==> src/rtl/rqps_pkg.sv <==
// shared types and codes for the ready queue policy selector
// no dependencies; imported by every module of the block
package rqps_pkg;

  localparam int SLOTS_DEF = 16;

  // configuration port
  localparam int          CFG_AW     = 3;
  localparam int          CFG_DW     = 32;
  localparam logic [2:0]  REG_POLICY = 3'd0;

  // scheduling policies
  localparam logic [2:0] POL_FIFO  = 3'd0;
  localparam logic [2:0] POL_SJF   = 3'd1;
  localparam logic [2:0] POL_SRTN  = 3'd2;
  localparam logic [2:0] POL_FAIR  = 3'd3;
  localparam logic [2:0] POL_PRIO  = 3'd4;

  // item kinds
  localparam logic ACT_INSERT = 1'b0;
  localparam logic ACT_SELECT = 1'b1;

  // result status codes
  localparam logic [1:0] ST_INSERTED = 2'd0;
  localparam logic [1:0] ST_FULL     = 2'd1;
  localparam logic [1:0] ST_SELECTED = 2'd2;
  localparam logic [1:0] ST_IDLE     = 2'd3;

  // one table entry, id in the lowest bits
  typedef struct packed {
    logic signed [15:0] prio;
    logic [15:0]        served;
    logic [15:0]        target;
    logic [7:0]         id;
  } slot_t;

endpackage

==> src/rtl/rqps_mem.sv <==
// ready table storage: one write port, one read port, registered read data
// depends on rqps_pkg for the entry type
module rqps_mem
  import rqps_pkg::*;
#(
  parameter int SLOTS = SLOTS_DEF,
  parameter int AW    = $clog2(SLOTS)
) (
  input  logic          clk,
  input  logic          we,
  input  logic [AW-1:0] waddr,
  input  slot_t         wdata,
  input  logic          re,
  input  logic [AW-1:0] raddr,
  output slot_t         rdata
);

  slot_t mem [SLOTS];

  always_ff @(posedge clk) begin
    if (we) begin
      mem[waddr] <= wdata;
    end
  end

  always_ff @(posedge clk) begin
    if (re) begin
      rdata <= mem[raddr];
    end
  end

endmodule

==> src/rtl/rqps_cmp.sv <==
// policy comparator: is the candidate entry strictly preferred over the best so far
// depends on rqps_pkg for the entry type and policy codes
module rqps_cmp
  import rqps_pkg::*;
(
  input  logic [2:0] policy,
  input  slot_t      cand,
  input  slot_t      best,
  output logic       better
);

  logic signed [16:0] rem_cand;
  logic signed [16:0] rem_best;
  logic [31:0]        lhs;
  logic [31:0]        rhs;

  always_comb begin
    rem_cand = $signed({1'b0, cand.target}) - $signed({1'b0, cand.served});
    rem_best = $signed({1'b0, best.target}) - $signed({1'b0, best.served});
    // exact ratio compare by cross products
    lhs = cand.served * best.target;
    rhs = best.served * cand.target;
    case (policy)
      POL_SJF:  better = cand.target < best.target;
      POL_SRTN: better = rem_cand < rem_best;
      POL_FAIR: better = lhs < rhs;
      POL_PRIO: better = cand.prio > best.prio;
      default:  better = 1'b0;
    endcase
  end

endmodule

==> src/rtl/ready_queue_policy_selector.sv <==
// top level of the ready queue policy selector: control sequencer, apb register, stream ports
// depends on rqps_pkg, rqps_mem and rqps_cmp
//
// The block keeps a ready table of up to SLOTS entries in arrival order in one
// single-port-read memory. An insert item (tuser 0) appends an entry and
// answers status inserted, or table full if all slots are taken. A select item
// (tuser 1) scans the table one entry per cycle, picks the entry that the
// policy register prefers (ties go to the oldest), returns its id and closes
// the gap by copying each later entry down one place, again one per cycle,
// since every step goes through the memory's one read port. An insert, or a
// select on an empty table (answered idle), goes from accept to the done state;
// a select on entries passes through scan and, unless the youngest is chosen,
// shift first. One item is in work at a time; the result sits in an output
// register and the next item may be taken while it waits. The user must write the
// policy register over the apb port only while idle; the block does not enforce it.
module ready_queue_policy_selector
  import rqps_pkg::*;
#(
  parameter int SLOTS = SLOTS_DEF
) (
  input  logic              clk,
  input  logic              rst_n,
  // input items
  input  logic              in_tvalid,
  output logic              in_tready,
  input  logic [55:0]       in_tdata,   // proc_id, target_time, served_time, prio
  input  logic [0:0]        in_tuser,   // action
  // result items
  output logic              out_tvalid,
  input  logic              out_tready,
  output logic [15:0]       out_tdata,  // chosen_id, occupancy, zero pad
  output logic [1:0]        out_tuser,  // status
  // configuration
  input  logic              cfg_psel,
  input  logic              cfg_penable,
  input  logic              cfg_pwrite,
  input  logic [CFG_AW-1:0] cfg_paddr,
  input  logic [CFG_DW-1:0] cfg_pwdata,
  output logic [CFG_DW-1:0] cfg_prdata,
  output logic              cfg_pready
);

  localparam int AW = $clog2(SLOTS);
  localparam int CW = $clog2(SLOTS + 1);

  typedef enum logic [1:0] {
    S_IDLE,
    S_SCAN,
    S_SHIFT,
    S_DONE
  } state_t;

  state_t        state_r, state_nxt;
  logic [CW-1:0] count_r, count_nxt;
  logic [2:0]    policy_r, policy_nxt;
  logic [AW-1:0] k_r, k_nxt;           // scan position, then shift destination
  slot_t         best_r, best_nxt;
  logic [AW-1:0] best_idx_r, best_idx_nxt;
  logic [1:0]    res_status_r, res_status_nxt;
  logic [7:0]    res_id_r, res_id_nxt;
  logic          out_tvalid_r, out_tvalid_nxt;
  logic [15:0]   out_tdata_r, out_tdata_nxt;
  logic [1:0]    out_tuser_r, out_tuser_nxt;

  // memory port signals
  logic          mem_we;
  logic [AW-1:0] mem_waddr;
  slot_t         mem_wdata;
  logic          mem_re;
  logic [AW-1:0] mem_raddr;
  slot_t         mem_rdata;

  logic          cand_better;
  logic          take;
  slot_t         bsel;
  logic [AW-1:0] bidx;
  logic [CW-1:0] kx;
  logic [CW-1:0] last_idx;
  logic [CW-1:0] bidx_x;
  logic [CW-1:0] rd_next;
  logic [CW+4:0] cnt_ext;
  logic          in_acc;
  logic          cfg_wr;
  slot_t         in_slot;

  rqps_mem #(
    .SLOTS (SLOTS),
    .AW    (AW)
  ) u_mem (
    .clk   (clk),
    .we    (mem_we),
    .waddr (mem_waddr),
    .wdata (mem_wdata),
    .re    (mem_re),
    .raddr (mem_raddr),
    .rdata (mem_rdata)
  );

  rqps_cmp u_cmp (
    .policy (policy_r),
    .cand   (mem_rdata),
    .best   (best_r),
    .better (cand_better)
  );

  assign in_tready  = (state_r == S_IDLE);
  assign in_acc     = in_tvalid && in_tready;
  assign out_tvalid = out_tvalid_r;
  assign out_tdata  = out_tdata_r;
  assign out_tuser  = out_tuser_r;

  // apb register
  assign cfg_pready = 1'b1;
  assign cfg_wr     = cfg_psel && cfg_penable && cfg_pwrite && cfg_pready;
  assign cfg_prdata = (cfg_paddr == REG_POLICY) ? CFG_DW'(policy_r) : '0;

  // unpack the incoming item
  assign in_slot.id     = in_tdata[7:0];
  assign in_slot.target = in_tdata[23:8];
  assign in_slot.served = in_tdata[39:24];
  assign in_slot.prio   = $signed(in_tdata[55:40]);

  always_comb begin
    state_nxt      = state_r;
    count_nxt      = count_r;
    policy_nxt     = policy_r;
    k_nxt          = k_r;
    best_nxt       = best_r;
    best_idx_nxt   = best_idx_r;
    res_status_nxt = res_status_r;
    res_id_nxt     = res_id_r;
    out_tvalid_nxt = out_tvalid_r;
    out_tdata_nxt  = out_tdata_r;
    out_tuser_nxt  = out_tuser_r;

    mem_we    = 1'b0;
    mem_waddr = k_r;
    mem_wdata = mem_rdata;
    mem_re    = 1'b0;
    mem_raddr = '0;

    kx       = CW'(k_r);
    last_idx = count_r - CW'(1);
    // first entry always seeds the best, later ones must be strictly better
    take     = (k_r == '0) || cand_better;
    bsel     = take ? mem_rdata : best_r;
    bidx     = take ? k_r : best_idx_r;
    bidx_x   = CW'(bidx);
    rd_next  = kx + CW'(1);
    cnt_ext  = (CW + 5)'(count_r);

    if (cfg_wr && (cfg_paddr == REG_POLICY)) begin
      policy_nxt = cfg_pwdata[2:0];
    end

    // result leaves when the consumer takes it
    if (out_tvalid_r && out_tready) begin
      out_tvalid_nxt = 1'b0;
    end

    case (state_r)
      S_IDLE: begin
        if (in_acc) begin
          res_id_nxt = '0;
          state_nxt  = S_DONE;
          if (in_tuser[0] == ACT_INSERT) begin
            if (count_r == CW'(SLOTS)) begin
              res_status_nxt = ST_FULL;
            end else begin
              mem_we         = 1'b1;
              mem_waddr      = count_r[AW-1:0];
              mem_wdata      = in_slot;
              count_nxt      = count_r + CW'(1);
              res_status_nxt = ST_INSERTED;
            end
          end else if (count_r == '0) begin
            res_status_nxt = ST_IDLE;
          end else begin
            mem_re    = 1'b1;
            mem_raddr = '0;
            k_nxt     = '0;
            state_nxt = S_SCAN;
          end
        end
      end
      S_SCAN: begin
        best_nxt     = bsel;
        best_idx_nxt = bidx;
        if (kx == last_idx) begin
          res_status_nxt = ST_SELECTED;
          res_id_nxt     = bsel.id;
          if (bidx_x == last_idx) begin
            // youngest entry chosen, nothing to close up
            count_nxt = last_idx;
            state_nxt = S_DONE;
          end else begin
            mem_re    = 1'b1;
            mem_raddr = bidx_x[AW-1:0] + AW'(1);
            k_nxt     = bidx;
            state_nxt = S_SHIFT;
          end
        end else begin
          mem_re    = 1'b1;
          mem_raddr = rd_next[AW-1:0];
          k_nxt     = rd_next[AW-1:0];
        end
      end
      S_SHIFT: begin
        // entry k+1 arrives, store it one place down
        mem_we    = 1'b1;
        mem_waddr = k_r;
        mem_wdata = mem_rdata;
        if (rd_next == last_idx) begin
          count_nxt = last_idx;
          state_nxt = S_DONE;
        end else begin
          mem_re    = 1'b1;
          mem_raddr = rd_next[AW-1:0] + AW'(1);
          k_nxt     = rd_next[AW-1:0];
        end
      end
      S_DONE: begin
        if (!out_tvalid_r || out_tready) begin
          out_tvalid_nxt = 1'b1;
          out_tuser_nxt  = res_status_r;
          out_tdata_nxt  = {3'b000, cnt_ext[4:0], res_id_r};
          state_nxt      = S_IDLE;
        end
      end
      default: begin
        state_nxt = S_IDLE;
      end
    endcase
  end

  always_ff @(posedge clk) begin
    if (!rst_n) begin
      state_r      <= S_IDLE;
      count_r      <= '0;
      policy_r     <= POL_FIFO;
      out_tvalid_r <= 1'b0;
    end else begin
      state_r      <= state_nxt;
      count_r      <= count_nxt;
      policy_r     <= policy_nxt;
      out_tvalid_r <= out_tvalid_nxt;
    end
    k_r          <= k_nxt;
    best_r       <= best_nxt;
    best_idx_r   <= best_idx_nxt;
    res_status_r <= res_status_nxt;
    res_id_r     <= res_id_nxt;
    out_tdata_r  <= out_tdata_nxt;
    out_tuser_r  <= out_tuser_nxt;
  end

  // table never holds more than its slots
  a_count_bound: assert property (@(posedge clk) disable iff (!rst_n)
    count_r <= CW'(SLOTS))
    else $error("entry count above table size");

  // a scan only runs on a non-empty table and stays inside it
  a_scan_inside: assert property (@(posedge clk) disable iff (!rst_n)
    (state_r == S_SCAN) |-> (count_r != '0) && (CW'(k_r) < count_r))
    else $error("scan outside the valid entries");

  // best index never runs ahead of the scan position
  a_best_behind: assert property (@(posedge clk) disable iff (!rst_n)
    (state_r == S_SCAN) && (k_r != '0) |-> best_idx_r < k_r)
    else $error("best index ahead of scan");

  // shift writes stay below the last live entry
  a_shift_write: assert property (@(posedge clk) disable iff (!rst_n)
    (state_r == S_SHIFT) |-> mem_we && (CW'(mem_waddr) < last_idx))
    else $error("shift write beyond live entries");

  // a select that ends in the shift state takes exactly one entry out
  a_select_count: assert property (@(posedge clk) disable iff (!rst_n)
    (state_r == S_SHIFT) && (state_nxt == S_DONE) |=> count_r == $past(count_r) - CW'(1))
    else $error("select did not remove one entry");

endmodule
==> config.mk <==
export PLATFORM = sky130hd
export DESIGN_NAME = ready_queue_policy_selector
export DESIGN_NICKNAME = d
export VERILOG_FILES = /design/src/rtl/rqps_pkg.sv /design/src/rtl/rqps_mem.sv /design/src/rtl/rqps_cmp.sv /design/src/rtl/ready_queue_policy_selector.sv
export SDC_FILE = /design/constraint.sdc
export NUM_CORES = 2
export LEC_CHECK = 0
export CAP_MARGIN = 30
export CORE_AREA = 2 2 370 372
export DETAILED_ROUTE_END_ITERATION = 8
export DIE_AREA = 0 0 372 374
export DONT_BUFFER_PORTS = 1
export GPL_ROUTABILITY_DRIVEN = 1
export PLACE_DENSITY = 0.58
export SLEW_MARGIN = 20
export SYNTH_ARGS = -nofsm -noshare
export SYNTH_HDL_FRONTEND = slang
export SYNTH_SLANG_ARGS = --single-unit
export TNS_END_PERCENT = 1
==> constraint.sdc <==
create_clock -name clk -period 13.9 [get_ports clk]
set_input_delay 2.085 -clock clk [delete_from_list [all_inputs] [get_ports clk]]
set_output_delay 2.085 -clock clk [all_outputs]
set_load 0.05 [all_outputs]
==> results by group <==
Worst setup path
  • Max incr delay on CP: about 780 ps
  • CP Capture Type: flip-flop
  • Max Fanout on Critical Path: 56
  • Highest-delay cell along the critical path: or4_1
  • R2R setup slack: around 1100 ps
  • Cell mode on critical path: fa_1
  • R2R depth: 43
  • Worst r2r src: best_r[12]$_DFFE_PP_
  • Critical path class: reg2reg
  • CP arrival: 13,150 ps
  • Worst EP required: between 10,000 and 15,000 ps
  • Setup crit start kind: flip-flop
  • R2R Path End: u_mem.rdata[34]$_DFFE_PP_

STA
  • Max-slew violations: 0
  • Total negative slack: 0 ps
  • Final hold vios: 0
  • Worst Skew: between 80 and 90 ps
  • Fmax: around 80 MHz
  • Slew Limit Headroom: 0.321
  • Worst-Margin Slew: between 1000 and 1500 ps
  • # setup viols final: 0
  • Min Hold Slack: about 420 ps
  • Final min period: around 13,000 ps
  • RSZ-0062 raised after global routing: no
  • Fin crit share: 0.917

Clock tree
  • Max clock buf depth: 3
  • Post-CTS Hold Fix Bufs: 0
  • H-Tree Depth: 3
  • CTS tree: done
  • Clock-pin slew on the worst setup and hold paths: around 70 ps
  • Sink Count: ~1,100
  • Post-CTS resize count: 0
  • Root buf cell: clkbuf_16
  • Post-CTS Setup Inserts: 0
  • CTS buffer count: ~110
  • Worst skew pair latency: 780 ps

Global route
  • Pin count of the biggest net entering global routing: between 100 and 150
  • Vias in the first global route: approximately 43,000
  • Gr usage total: 0.267
  • Global-route wire length before repair: roughly 280,000 um
  • Antenna violations before repair: 22
  • Grt total ovfl: 0

Detailed routing
  • Routed wl met2: 90,500 um
  • Routed length per instance: ~25 um
  • Vias per inst: 5.89
  • DR WL met3: approximately 13,000 um
  • Vias: between 40,000 and 50,000
  • Residual DRC: 0
  • Initial drt markers: 3,386
  • DR top layer: met5
  • ANT nets after route: 0
  • Drt pass-1 iters: 6
  • Metal-1 WL: 75,700 um
  • Post-Route WL: 186,000 um

Logic synthesis
  • Synth Register Bits: roughly 1,100
  • Avg Inst Size Synth: 11.7 um^2
  • Syn Inst Count: 5,406
  • Post-synth EDFFs: approximately 1,000
  • Distinct cells, synth: 77
  • Synth warn: 0
  • Mapped Area: between 60,000 and 70,000 um^2
  • Share of the yosys chip area belonging to registers: 0.497
  • Synth Flop Type: edfxtp_1
  • FFs w/ async S/R, synth: 0

Min path
  • Worst hold stages: 0
  • Hold WC Path Type: reg2reg
  • Hold endpoint: out_tuser[1]$_DFFE_PP_
  • Hold_sp: res_status_r[1]$_SDFFCE_PP1P_

Finish
  • Share of cells above drive strength 1: 0.0985
  • Final #Nets: a little over 6,000
  • Synth-to-Final Area Change: 10.8%

Die
  • Chip width: around 370 um
  • Initial core utilization: 0.469
  • CORE AREA: between 100,000 and 150,000 um^2
  • I/O pin cnt: between 150 and 200
  • Die H: about 370 um
  • Std cell rows: 135
  • Full die area: around 140,000 um^2

Place
  • Dpl hpwl: ~120,000 um
  • # port buffers: 0
  • Gpl congestion: approximately 0.9

Run status
  • Status: finished clean

Flow run
  • Maxcap violations: 0
[synth_stat cells, drive strengths merged (48+ instances only)]
cell,count,area share
a31o,60,0.0083
edfxtp,1041,0.49
nor2b,69,0.0068
mux2,48,0.0085
nor2,197,0.012
clkbuf,254,0.015
nor3b,115,0.014
buf,86,0.0085
o21ai,129,0.010
and3,230,0.023
and2,144,0.014
fa,390,0.12
a21oi,153,0.012
or4,58,0.0069
a311oi,61,0.0084
a221oi,55,0.012
nand4,67,0.0066
nand2,757,0.045
inv,569,0.034
a211oi,180,0.021
a2111oi,60,0.0086
xnor2,58,0.0080
ha,329,0.065
[cell families (layout without fill, tap and decap cells)]
group	Yosys count	after routing	share of synthesized area
other	2	38	0.000119
and+or+nand+nor	1738	1738	0.137
buffers and inverters	924	999	0.0582
AOI/OAI and AO/OA	823	823	0.0962
adders and majority gates	719	719	0.188
DFF	1052	1052	0.497
muxes	56	56	0.0100
xor gates and xnor gates	92	92	0.0127
[worst max path at each step]
stage,startpoint,endpoint,slack (ps),depth (start not counted)
finish,best_r[12]$_DFFE_PP_,u_mem.rdata[34]$_DFFE_PP_,1150,43
global route,best_r[12]$_DFFE_PP_,u_mem.rdata[39]$_DFFE_PP_,280,45
CTS,best_r[12]$_DFFE_PP_,u_mem.rdata[39]$_DFFE_PP_,1060,45
detailed placement,best_r[12]$_DFFE_PP_,u_mem.rdata[39]$_DFFE_PP_,1100,45
global placement,best_r[12]$_DFFE_PP_,u_mem.rdata[39]$_DFFE_PP_,1120,45
floorplan,best_r[12]$_DFFE_PP_,u_mem.rdata[0]$_DFFE_PP_,2070,41
[sequential cells by signal, summed over array words and instances, names as in the netlist]
signal / cells
state_r: 2
policy_r: 3
out_tuser: 2
out_tvalid: 1
best_r: 56
k_r: 4
u_mem.mem: 896
best_idx_r: 4
u_mem.rdata: 56
out_tdata: 13
count_r: 5
res_status_r: 2
res_id_r: 8
[routing by layer]
metal  GRT usage  vias to the layer above
li1            -                    19100
met1       0.350                    22000
met2       0.447                     1464
met3      0.0439                      333
met4      0.0916                       26
met5           0                        -
[critical path, delay by kind of cell (launching register included)]
family                     cells  cell delay [ps]
adders and majority gates      8             3620
and+or+nand+nor               11             3320
AOI/OAI and AO/OA             13             2870
buffers and inverters          8             1370
DFF                            1              530
muxes                          1              410
xor gates and xnor gates       2              240
[stage by stage]
stage,utilization,instance area (um^2),cells,worst slack (ps)
2_1_floorplan,-,63400,5437,2070
3_3_place_gp,0.491,66300,7070,1120
3_5_place_dp,0.492,66400,7079,1100
4_1_cts,0.519,70000,7284,1060
5_1_grt,0.519,70100,7295,281
6_report,0.520,70100,7298,1150
[layout by cell type (no fill, tap or decap), types with 113 or more instances in the layout]
cell type,synthesis,final
ha_1,329,328
fa_1,390,390
o21ai_0,127,113
nor2_1,197,180
and2_1,144,143
nand2_1,756,755
a21oi_1,153,151
a211oi_1,180,180
and3_1,230,228
buf_4,34,167
inv_1,569,569
nor3b_1,115,115
edfxtp_1,1041,1041
[layout make-up]
type,count,area [um^2]
Antenna cell,5,12.5
Clock buffer,148,2960
Clock inverter,57,639
Fill cell,11700,64800
Inverter,584,2190
Multi-Input combinational cell,3461,28600
Sequential cell,1052,31500
Tap cell,1781,2230
Timing Repair Buffer,210,2050
Power is not shown: default switching activity piles up to over one toggle a cycle in this logic, so the estimate is an artifact.
